`config.mk`:
```
export PLATFORM = sky130hd
export DESIGN_NAME = motor_current_trimmed_mean_monitor
export DESIGN_NICKNAME = d
export VERILOG_FILES = /design/src/rtl/core/mctm_pkg.sv /design/src/rtl/core/mctm_ctrl.sv /design/src/rtl/core/mctm_dp.sv /design/src/rtl/core/motor_current_trimmed_mean_monitor.sv
export SDC_FILE = /design/constraint.sdc
export NUM_CORES = 1
export LEC_CHECK = 0
export BUFFER_PORTS_ARGS = -buffer_cell sky130_fd_sc_hd__buf_4
export CAP_MARGIN = 10
export CORE_MARGIN = 8
export CORE_UTILIZATION = 50
export DETAILED_ROUTE_END_ITERATION = 7
export PLACE_DENSITY = 0.74
export REMOVE_ABC_BUFFERS = 1
export SKIP_CTS_REPAIR_TIMING = 1
export SYNTH_ARGS = -nofsm -noshare
export SYNTH_HDL_FRONTEND = slang
export SYNTH_HIERARCHICAL = 1
export SYNTH_SLANG_ARGS = --single-unit
export TNS_END_PERCENT = 5
```
`constraint.sdc`:
```
create_clock -name clk -period 5.5 [get_ports clk]
set_clock_uncertainty 0.15 [all_clocks]
set_input_delay 1.1 -clock clk [delete_from_list [all_inputs] [get_ports clk]]
set_output_delay 1.1 -clock clk [all_outputs]
set_load 0.02 [all_outputs]
```
`src/rtl/core/mctm_pkg.sv`:
```
// Shared types, constants and codes for the motor current trimmed-mean monitor.
package mctm_pkg;

  localparam int CHANNELS    = 4;
  localparam int SAMPLE_BITS = 12;
  localparam int MAX_WINDOW  = 256;

  localparam int CH_W    = $clog2(CHANNELS);
  localparam int CNT_W   = $clog2(MAX_WINDOW + 1);
  localparam int SUM_W   = SAMPLE_BITS + $clog2(MAX_WINDOW);
  localparam int STEP_W  = $clog2(SUM_W);
  localparam int REG_W   = 13;
  localparam int ADDR_W  = 2;
  localparam int MASK_W  = 4;
  localparam int IDX_W   = 2;
  localparam int CODE_W  = 2;
  localparam int PROD_W  = SAMPLE_BITS + REG_W;

  localparam int IN_RAW_W = CHANNELS * SAMPLE_BITS + MASK_W;
  localparam int IN_W     = ((IN_RAW_W + 7) / 8) * 8;
  localparam int OUT_W    = 32;

  // Groups beyond this count use the trimmed form
  localparam int TRIM_MIN_COUNT = 2;

  localparam logic [REG_W-1:0] THRESHOLD_RESET = REG_W'(100);
  localparam logic [REG_W-1:0] VREF_RESET      = REG_W'(3300);

  // Configuration register indexes
  localparam logic [ADDR_W-1:0] REG_THRESHOLD = ADDR_W'(0);
  localparam logic [ADDR_W-1:0] REG_VREF      = ADDR_W'(1);

  // Result status and fault codes
  localparam logic [CODE_W-1:0] ST_STOPPED = CODE_W'(0);
  localparam logic [CODE_W-1:0] ST_RUNNING = CODE_W'(1);
  localparam logic [CODE_W-1:0] ST_FAULT   = CODE_W'(2);

  localparam logic [CODE_W-1:0] FLT_NONE  = CODE_W'(0);
  localparam logic [CODE_W-1:0] FLT_UNDER = CODE_W'(1);
  localparam logic [CODE_W-1:0] FLT_OVER  = CODE_W'(2);

  typedef enum logic [2:0] {
    S_IDLE,
    S_LOAD,
    S_DIV,
    S_MUL,
    S_EVAL
  } state_t;

  // Controller to datapath commands
  typedef struct packed {
    logic            acc;
    logic            load;
    logic            step;
    logic            mul;
    logic            emit;
    logic            clear;
    logic [CH_W-1:0] ch;
  } dp_cmd_t;

  // Datapath to controller status
  typedef struct packed {
    logic out_free;
  } dp_stat_t;

endpackage

```
`src/rtl/core/mctm_ctrl.sv`:
```
// Sequencer for window accumulation and per-motor result evaluation.
module mctm_ctrl import mctm_pkg::*; (
  input  logic     clk,
  input  logic     rst_n,
  input  logic     in_tvalid,
  input  logic     in_tlast,
  output logic     in_tready,
  input  dp_stat_t stat,
  output dp_cmd_t  cmd
);

  state_t            state_r, state_nxt;
  logic [CH_W-1:0]   ch_r, ch_nxt;
  logic [STEP_W-1:0] step_r, step_nxt;
  logic              last_ch;

  assign last_ch = (ch_r == CH_W'(CHANNELS - 1));

  // Next state
  always_comb begin
    state_nxt = state_r;
    unique case (state_r)
      S_IDLE: begin
        if (in_tvalid && in_tlast) state_nxt = S_LOAD;
      end
      S_LOAD: state_nxt = S_DIV;
      S_DIV: begin
        if (step_r == STEP_W'(SUM_W - 1)) state_nxt = S_MUL;
      end
      S_MUL: state_nxt = S_EVAL;
      S_EVAL: begin
        if (stat.out_free) state_nxt = last_ch ? S_IDLE : S_LOAD;
      end
      default: state_nxt = S_IDLE;
    endcase
  end

  // Outputs
  always_comb begin
    in_tready = 1'b0;
    cmd       = '0;
    cmd.ch    = ch_r;
    unique case (state_r)
      S_IDLE: begin
        in_tready = 1'b1;
        cmd.acc   = in_tvalid;
      end
      S_LOAD: cmd.load = 1'b1;
      S_DIV:  cmd.step = 1'b1;
      S_MUL:  cmd.mul  = 1'b1;
      S_EVAL: begin
        cmd.emit  = stat.out_free;
        cmd.clear = stat.out_free && last_ch;
      end
      default: ;
    endcase
  end

  // Channel and divider step counters
  always_comb begin
    ch_nxt   = ch_r;
    step_nxt = step_r;
    if (state_r == S_IDLE) ch_nxt = '0;
    if (state_r == S_EVAL && stat.out_free) ch_nxt = ch_r + CH_W'(1);
    if (state_r == S_LOAD) step_nxt = '0;
    if (state_r == S_DIV)  step_nxt = step_r + STEP_W'(1);
  end

  always_ff @(posedge clk) begin
    if (!rst_n) begin
      state_r <= S_IDLE;
      ch_r    <= '0;
      step_r  <= '0;
    end else begin
      state_r <= state_nxt;
      ch_r    <= ch_nxt;
      step_r  <= step_nxt;
    end
  end

endmodule

```
`src/rtl/core/mctm_dp.sv`:
```
// Accumulators, shared divider, scaling multiplier and output register.
module mctm_dp import mctm_pkg::*; (
  input  logic               clk,
  input  logic               rst_n,
  input  logic               cfg_we,
  input  logic [ADDR_W-1:0]  cfg_addr,
  input  logic [REG_W-1:0]   cfg_wdata,
  input  logic [IN_W-1:0]    in_tdata,
  input  dp_cmd_t            cmd,
  output dp_stat_t           stat,
  output logic               out_tvalid,
  input  logic               out_tready,
  output logic [OUT_W-1:0]   out_tdata,
  output logic               out_tlast
);

  logic [REG_W-1:0]       thr_r, vref_r;
  logic [SUM_W-1:0]       sum_r [CHANNELS];
  logic [SAMPLE_BITS-1:0] min_r [CHANNELS];
  logic [SAMPLE_BITS-1:0] max_r [CHANNELS];
  logic [CNT_W-1:0]       cnt_r;
  logic                   ovf_r;
  logic [MASK_W-1:0]      run_r;

  logic [SUM_W-1:0]       quo_r;
  logic [CNT_W-1:0]       rem_r;
  logic [CNT_W-1:0]       div_r;
  logic [PROD_W-1:0]      prod_r;

  logic                   ovalid_r;
  logic [OUT_W-1:0]       odata_r;
  logic                   olast_r;

  logic [SAMPLE_BITS-1:0] smp [CHANNELS];
  logic [CNT_W:0]         trial;
  logic                   fits;
  logic                   trim;
  logic [REG_W-1:0]       ma;
  logic                   is_run, has_cur;
  logic [CODE_W-1:0]      st_code, flt_code;

  // Unpack the sample word
  always_comb begin
    for (int c = 0; c < CHANNELS; c++) begin
      smp[c] = in_tdata[c*SAMPLE_BITS +: SAMPLE_BITS];
    end
  end

  // Configuration registers
  always_ff @(posedge clk) begin
    if (!rst_n) begin
      thr_r  <= THRESHOLD_RESET;
      vref_r <= VREF_RESET;
    end else if (cfg_we) begin
      unique case (cfg_addr)
        REG_THRESHOLD: thr_r  <= cfg_wdata;
        REG_VREF:      vref_r <= cfg_wdata;
        default: ;
      endcase
    end
  end

  // Window accumulators: one add and compare per lane per word
  always_ff @(posedge clk) begin
    if (!rst_n || cmd.clear) begin
      for (int c = 0; c < CHANNELS; c++) begin
        sum_r[c] <= '0;
        min_r[c] <= '1;
        max_r[c] <= '0;
      end
      cnt_r <= '0;
      ovf_r <= 1'b0;
    end else if (cmd.acc) begin
      if (cnt_r < CNT_W'(MAX_WINDOW)) begin
        for (int c = 0; c < CHANNELS; c++) begin
          sum_r[c] <= sum_r[c] + SUM_W'(smp[c]);
          if (smp[c] < min_r[c]) min_r[c] <= smp[c];
          if (smp[c] > max_r[c]) max_r[c] <= smp[c];
        end
        cnt_r <= cnt_r + CNT_W'(1);
      end else begin
        ovf_r <= 1'b1;
      end
    end
  end

  // Hold the running mask of the latest word
  always_ff @(posedge clk) begin
    if (cmd.acc) run_r <= in_tdata[CHANNELS*SAMPLE_BITS +: MASK_W];
  end

  // Restoring divider, one quotient bit per cycle
  assign trim  = (cnt_r > CNT_W'(TRIM_MIN_COUNT));
  assign trial = {rem_r, quo_r[SUM_W-1]};
  assign fits  = (trial >= {1'b0, div_r});

  always_ff @(posedge clk) begin
    if (cmd.load) begin
      rem_r <= '0;
      if (trim) begin
        quo_r <= sum_r[cmd.ch] - SUM_W'(min_r[cmd.ch]) - SUM_W'(max_r[cmd.ch]);
        div_r <= cnt_r - CNT_W'(TRIM_MIN_COUNT);
      end else begin
        quo_r <= sum_r[cmd.ch];
        div_r <= cnt_r;
      end
    end else if (cmd.step) begin
      rem_r <= fits ? CNT_W'(trial - {1'b0, div_r}) : CNT_W'(trial);
      quo_r <= {quo_r[SUM_W-2:0], fits};
    end
  end

  // Scale the mean, trimmed or plain, by the reference
  always_ff @(posedge clk) begin
    if (cmd.mul) prod_r <= PROD_W'(quo_r[SAMPLE_BITS-1:0]) * PROD_W'(vref_r);
  end

  // Classify the motor
  assign ma      = prod_r[SAMPLE_BITS +: REG_W];
  assign is_run  = run_r[cmd.ch];
  assign has_cur = (ma > thr_r);

  always_comb begin
    if (is_run == has_cur) begin
      st_code  = is_run ? ST_RUNNING : ST_STOPPED;
      flt_code = FLT_NONE;
    end else begin
      st_code  = ST_FAULT;
      flt_code = has_cur ? FLT_OVER : FLT_UNDER;
    end
  end

  // Output register
  assign stat.out_free = !ovalid_r || out_tready;

  always_ff @(posedge clk) begin
    if (!rst_n) begin
      ovalid_r <= 1'b0;
    end else if (cmd.emit) begin
      ovalid_r <= 1'b1;
    end else if (out_tready) begin
      ovalid_r <= 1'b0;
    end
  end

  always_ff @(posedge clk) begin
    if (cmd.emit) begin
      odata_r <= {ovf_r, flt_code, st_code, ma, quo_r[SAMPLE_BITS-1:0], IDX_W'(cmd.ch)};
      olast_r <= (cmd.ch == CH_W'(CHANNELS - 1));
    end
  end

  assign out_tvalid = ovalid_r;
  assign out_tdata  = odata_r;
  assign out_tlast  = olast_r;

endmodule

```
`src/rtl/core/motor_current_trimmed_mean_monitor.sv`:
```
// Top level of the motor current trimmed-mean monitor.
// Each accepted word is one ADC group of four motor current samples; words
// are taken one per cycle while a window is open. The word with tlast closes
// the window: it is accumulated, input is then held off, and four result words
// follow, one per motor, the fourth with tlast. Each motor in turn is loaded,
// divided on the shared restoring divider, which yields one quotient bit per
// cycle, scaled and evaluated; output back-pressure holds the evaluate step.
// Input is accepted again once the last result is registered.
// Groups past MAX_WINDOW are dropped and reported as window_too_long.
module motor_current_trimmed_mean_monitor import mctm_pkg::*; (
  input  logic              clk,
  input  logic              rst_n,
  // configuration write port
  input  logic              cfg_we,
  input  logic [ADDR_W-1:0] cfg_addr,
  input  logic [REG_W-1:0]  cfg_wdata,
  // sample groups
  input  logic              in_tvalid,
  output logic              in_tready,
  // sample_motor1..4 (12 each), running_mask (4), zero pad (4)
  input  logic [IN_W-1:0]   in_tdata,
  input  logic              in_tlast,
  // results
  output logic              out_tvalid,
  input  logic              out_tready,
  // motor_index (2), filtered_adc (12), scaled current in mA (13), status (2),
  // fault kind (2), window_too_long (1)
  output logic [OUT_W-1:0]  out_tdata,
  output logic              out_tlast
);

  dp_cmd_t  cmd;
  dp_stat_t stat;

  mctm_ctrl u_ctrl (
    .clk       (clk),
    .rst_n     (rst_n),
    .in_tvalid (in_tvalid),
    .in_tlast  (in_tlast),
    .in_tready (in_tready),
    .stat      (stat),
    .cmd       (cmd)
  );

  mctm_dp u_dp (
    .clk        (clk),
    .rst_n      (rst_n),
    .cfg_we     (cfg_we),
    .cfg_addr   (cfg_addr),
    .cfg_wdata  (cfg_wdata),
    .in_tdata   (in_tdata),
    .cmd        (cmd),
    .stat       (stat),
    .out_tvalid (out_tvalid),
    .out_tready (out_tready),
    .out_tdata  (out_tdata),
    .out_tlast  (out_tlast)
  );

  // Closing word stops intake until the results are out
  a_close_holds_input: assert property (@(posedge clk) disable iff (!rst_n)
    in_tvalid && in_tready && in_tlast |=> !in_tready)
    else $error("input taken right after window close");

  // The final motor's word carries tlast, and only it
  a_last_is_final_motor: assert property (@(posedge clk) disable iff (!rst_n)
    out_tvalid |-> (out_tlast == (out_tdata[1:0] == IDX_W'(CHANNELS - 1))))
    else $error("tlast not on final motor");

  // Fault status and fault code agree
  a_fault_consistent: assert property (@(posedge clk) disable iff (!rst_n)
    out_tvalid |-> ((out_tdata[28:27] == ST_FAULT) == (out_tdata[30:29] != FLT_NONE)))
    else $error("status and fault code disagree");

  // No results while a window is still open
  a_no_result_when_open: assert property (@(posedge clk) disable iff (!rst_n)
    in_tready && !out_tvalid |=> !out_tvalid)
    else $error("result without window close");

endmodule

```
# [Word-level counts from Yosys, hierarchy flattened]
# Memories as Yosys holds them, arrays and structs flattened. A register that Yosys moved wholly into a read port is not among the register bits.
# Index checks and enable logic that the tools add are counted.
# W data, S select, Z words.
[classes] muxes=90 n_reduce_logical=18 add_sub_neg=11 n_eq_ne=11 mul=1 bitwise_logic=13 order_cmp=13
[op_table] operator="$mux W20" count=7
[op_table] operator="$mux W12" count=8
[op_table] operator="$add A20 B12 Y20" count=4
[op_table] operator="$mux W1" count=56
[op_table] operator="$gt A12 B12 Y1" count=4
[op_table] operator="$lt A12 B12 Y1" count=4
[op_table] operator="$sub A20 B12 Y20" count=2
[op_table] operator="$mul A12 B13 Y25" count=1
[op_table] operator="$mux W2" count=10
[op_table] operator="$mux W9" count=2
[op_table] operator="$pmux W3 S5" count=1
[op_table] operator="$gt A13 B13 Y1" count=1
[op_table] operator="$or A1 B1 Y1" count=12
[op_table] operator="$ge A10 B9 Y1" count=1
[op_table] operator="$mux W5" count=2
[op_table] operator="$add A9 B1 Y9 const B" count=1
[op_table] operator="$gt A9 B2 Y1 const B" count=1
[op_table] operator="$lt A9 B9 Y1 const B" count=1
[op_table] operator="$mux W3" count=3
[op_table] operator="$sub A9 B2 Y9 const B" count=1
[op_table] operator="$sub A9 B9 Y9" count=1
[op_table] operator="$reduce_and A2 Y1" count=4
[op_table] operator="$reduce_bool A2 Y1" count=4
[op_table] operator="$eq A3 B2 Y1 const B" count=2
[op_table] operator="18 further kinds" count=24
[word_totals] memories=3 ff_bits=147 elab_cells=177 ram_bits=176 output_inout_bits=35
[memory_table] memory="u_dp.sum_r" words=4 word_bits=20 rd=5 rd_ports_with_merged_regs=1 write_ports=4 line="mctm_dp.sv:18" rtl="logic [SUM_W-1:0] sum_r [CHANNELS];"
[memory_table] memory="u_dp.max_r" words=4 word_bits=12 rd=5 rd_ports_with_merged_regs=1 write_ports=4 line="mctm_dp.sv:20" rtl="logic [SAMPLE_BITS-1:0] max_r [CHANNELS];"
[memory_table] memory="u_dp.min_r" words=4 word_bits=12 rd=5 rd_ports_with_merged_regs=1 write_ports=4 line="mctm_dp.sv:19" rtl="logic [SAMPLE_BITS-1:0] min_r [CHANNELS];"

# [Longest topological paths before layout]
[depth] depth_word=8 ltp_mapped=19

# [Modules after synthesis]
# Netlist, hierarchy kept.
[modules_own_cells] mod="mctm_dp" area_each_um2=24230.7 cells_each=2440 instances=1
[modules_own_cells] mod="mctm_ctrl" area_each_um2=609.3 cells_each=74 instances=1

# [Worst setup path before layout]
# No wires, ideal clock.
[synth_path] path_type="register to register" startpoint="reg u_dp.quo_r[11]" endpoint="reg u_dp.prod_r[24] (data pin)" period_less_slack_ns=5.621 t_arrival_ns=5.336 stages_incl_launch_ff=17 setup_ns=0.135 slack_ns=-0.121 required_time_ns=5.215 path_cell_list="edfxtp_1 clkbuf_1 and2_1 fa_1 fa_1 fa_1 fa_1 inv_1 fa_1 inv_1 ha_1 o21ai_0 a211oi_1 a2111oi_0 a21oi_1 or4_1 nand3_1"
[synth_via] elab_chain_cells=1
[synth_lines] element="start, declared" line="mctm_dp.sv:25" rtl="logic [SUM_W-1:0] quo_r;"
[synth_lines] element="start signal, assigned" line="mctm_dp.sv:101" rtl="quo_r <= sum_r[cmd.ch] - SUM_W'(min_r[cmd.ch]) - SUM_W'(max_r[cmd.ch]);"
[synth_lines] element="start signal, assigned" line="mctm_dp.sv:104" rtl="quo_r <= sum_r[cmd.ch];"
[synth_lines] element="start signal, assigned" line="mctm_dp.sv:109" rtl="quo_r <= {quo_r[SUM_W-2:0], fits};"
[synth_lines] element="$mul A12 B13 Y25" line="mctm_dp.sv:115" rtl="if (cmd.mul) prod_r <= PROD_W'(quo_r[SAMPLE_BITS-1:0]) * PROD_W'(vref_r);"
[synth_lines] element="end signal, assigned" line="mctm_dp.sv:115"
[synth_lines] element="end, declared" line="mctm_dp.sv:28" rtl="logic [PROD_W-1:0] prod_r;"
# No other way between the ends.
# A chain may end at the register's enable or synchronous reset.

# [Final worst setup path]
# Ends and elaborated chain as after synthesis.

==> impl_metrics.tcl <==
set metrics [dict create \
    mostFrequentLayoutCells "inv_1 (329), nand2_1 (261), edfxtp_1 (255)" \
    die_w_um 239 \
    maxSlewViolCount 0 \
    synth_top_area_frac 0.308 \
    clk_pin_slew_ns 0.07 \
    slew_headroom 0.221 \
    dpl.hpwl_um 51800 \
    grt_pass1_vias 20159 \
    rows 81 \
    antenna_found_initial 0 \
    clock_path_buffers 3 \
    grt.total_usage 0.233 \
    nets 3124 \
    portBuffers 107 \
    worstPathRequired_ns 5.77 \
    cts.sinks 311 \
    grt_max_degree 49 \
    hp-class "flip-flop to flip-flop" \
    start_util 0.507 \
    cp_slowest_stage_delay_ns 0.58 \
    place_ws_ns -0.223 \
    grt_pass1_wl_um 106000 \
    hold_viol_final 0 \
    drt_iter0_markers 1805 \
    wl_per_cell_um 20.2 \
    dieArea_um2 57100 \
    grt_setup_unrepaired "true" \
    place_congestion 0.942 \
    status "finished clean" \
    numCtsBuffers 38 \
    dr.pass1.iters 5 \
    vias_per_cell 5.88 \
    syn_area_per_cell_um2 9.88 \
    fin_setup_tns_ns 0 \
    async_flop_share 0 \
    path_cells "and2_1, fa_1, fa_1, fa_1, fa_1, inv_1, fa_1, inv_1, ha_4, or3_4, a2111oi_4, buf_4, a21oi_2, or4_1, nand3_1" \
    stdcell_count 3375 \
    cts_tree "built" \
    grt-ovfl-total 0 \
    fmax_ghz 0.183 \
    insertion_delay_ns 0.57 \
    critPathSlowestCell "fa_1" \
    crit_top_cell "fa_1" \
    syn2layout_area_growth_pct 15.3 \
    fin_ws_ns 0.0279 \
    netlist_area_um2 24800 \
    ioPinCount 112 \
    dp_cells 3290 \
    die_y_um 239 \
    power_leakage_uw 0.0127 \
    yosys.area.top_type "edfxtp_1" \
    setup_violations 0 \
    regArea_um2 8780 \
    ys_warn_count 6 \
    syn_inst 2514 \
    finalCriticalPeriod_ns 5.47 \
    synth.area.top_cells "edfxtp_1 (31%), ha_1 (12%), fa_1 (10%)" \
    drv_cap 0 \
    multi_input_area_um2 14800 \
    drt-total-wl_um 68100 \
    num-fill-cells 4000 \
    irDropWorstVdd_mv 0.589 \
    tightest_slew_ns 1.16 \
    end_kind "flip-flop" \
    utilization 0.585 \
    vias 19845 \
    ant_nets 0 \
    coreArea_um2 49000 \
    diodes 0 \
    total_power_uw 13400 \
    ys_ff_latch 311 \
    cts_root_buffer "clkbuf_16" \
    drive_above_1_share 0.147 \
    critPathArrivalTime_ns 5.74 \
    drc_errors 0 \
    synth-seq-area-share 0.353 \
    synth-edff-count 255 \
    crit_fanout 4 \
    final_common_cell "inv_1" \
    powerDensity_nw_per_um2 468 \
    cts_htree_levels 2 \
    critical_path_class "flip-flop to flip-flop" \
    synth_cell_types 75 \
    synth_ff_type "edfxtp_1" \
    critPathLaunchType "flip-flop" \
    post-route-period-util 0.995 \
]
where the power goes:
group / switching [uW] / internal, uW / total, uW
Clock: 1040 / 1550 / 2590
Combinational: 4050 / 3460 / 7510
Sequential: 259 / 3050 / 3310
per-stage QoR:
step,cell area (um^2),hold slack (ns)
6_report,28700,0.284
5_1_grt,28700,0.311
4_1_cts,28200,0.289
3_5_place_dp,26900,0.273
3_3_place_gp,26900,0.275
2_1_floorplan,24400,0.259
cells by family (layout without fill, tap and decap cells):
logic type / count (synthesis) / in the layout / share of synthesized area
flops: 311 / 311 / 0.353
buf+inv: 431 / 628 / 0.0662
simple gates: 826 / 826 / 0.164
xor+xnor: 57 / 57 / 0.0201
compound gates: 452 / 452 / 0.123
fa+ha+maj: 366 / 366 / 0.222
mux: 71 / 71 / 0.0516
sequential cells by signal, summed over array words and instances, names as in the netlist, 2 cells and up:
signal          count
u_ctrl/ch_r         2
u_ctrl/state_r      3
u_ctrl/step_r       5
u_dp/cnt_r          9
u_dp/div_r          9
u_dp/max_r         48
u_dp/min_r         48
u_dp/out_tdata     32
u_dp/prod_r        13
u_dp/quo_r         20
u_dp/rem_r          9
u_dp/run_r          4
u_dp/sum_r         80
u_dp/thr_r         13
u_dp/vref_r        13
worst paths after layout:
path                                startpoint                  to  slack, ns  depth (start not counted)
worst max-delay path            u_dp/quo_r[11]     u_dp/prod_r[24]       0.03                         15
worst min-delay path                u_dp/ovf_r  u_dp/out_tdata[31]       0.28                          0
worst max register to register  u_dp/quo_r[11]     u_dp/prod_r[24]       0.03                         15
worst min register to register      u_dp/ovf_r  u_dp/out_tdata[31]       0.28                          0
synth_stat cells (10+ instances only):
master and number:
xnor2_1 31, a21boi_0 23, or3_1 34, nor2b_1 30, a31oi_1 22, clkbuf_1 85
nand4_1 23, xor2_1 26, ha_1 240, o21bai_1 25, nor2_1 143, a21o_1 51
nor3_1 50, nand3_1 71, and3_1 23, and2_1 88, nand2b_1 40, mux4_2 43
nor4_1 10, dfxtp_1 56, nand2_1 267, a21oi_1 97, inv_1 333, edfxtp_1 255
o211ai_1 15, o21ai_0 81, mux2i_1 25, o21a_1 38, fa_1 126, a211oi_1 21
critical path, delay by kind of cell (launching register included):
family | cells | cell delay [ns]
fa+ha+maj | 6 | 2.84
compound gates | 2 | 0.40
buf+inv | 3 | 0.32
flops | 1 | 0.49
simple gates | 4 | 1.15
area by class of cell:
| type | count | share of cell area |
|---|---|---|
| clock buffers | 46 | 0.0350 |
| clock inverters | 24 | 0.00926 |
| inverters | 333 | 0.0436 |
| multi-input cells | 1772 | 0.515 |
| flip-flops and latches | 311 | 0.307 |
| well taps | 664 | 0.0290 |
| repair buffers | 225 | 0.0617 |
metal layers:
layer  vias to the layer above  GRT usage  wire (um)
met3                       135     0.0340       5220
met5                         -          0          0
met4                         0     0.0795       2120
met2                       843      0.408      33300
met1                      9726      0.292      27400
li1                       9141          -          -
Power figures use the tool's default switching activity.
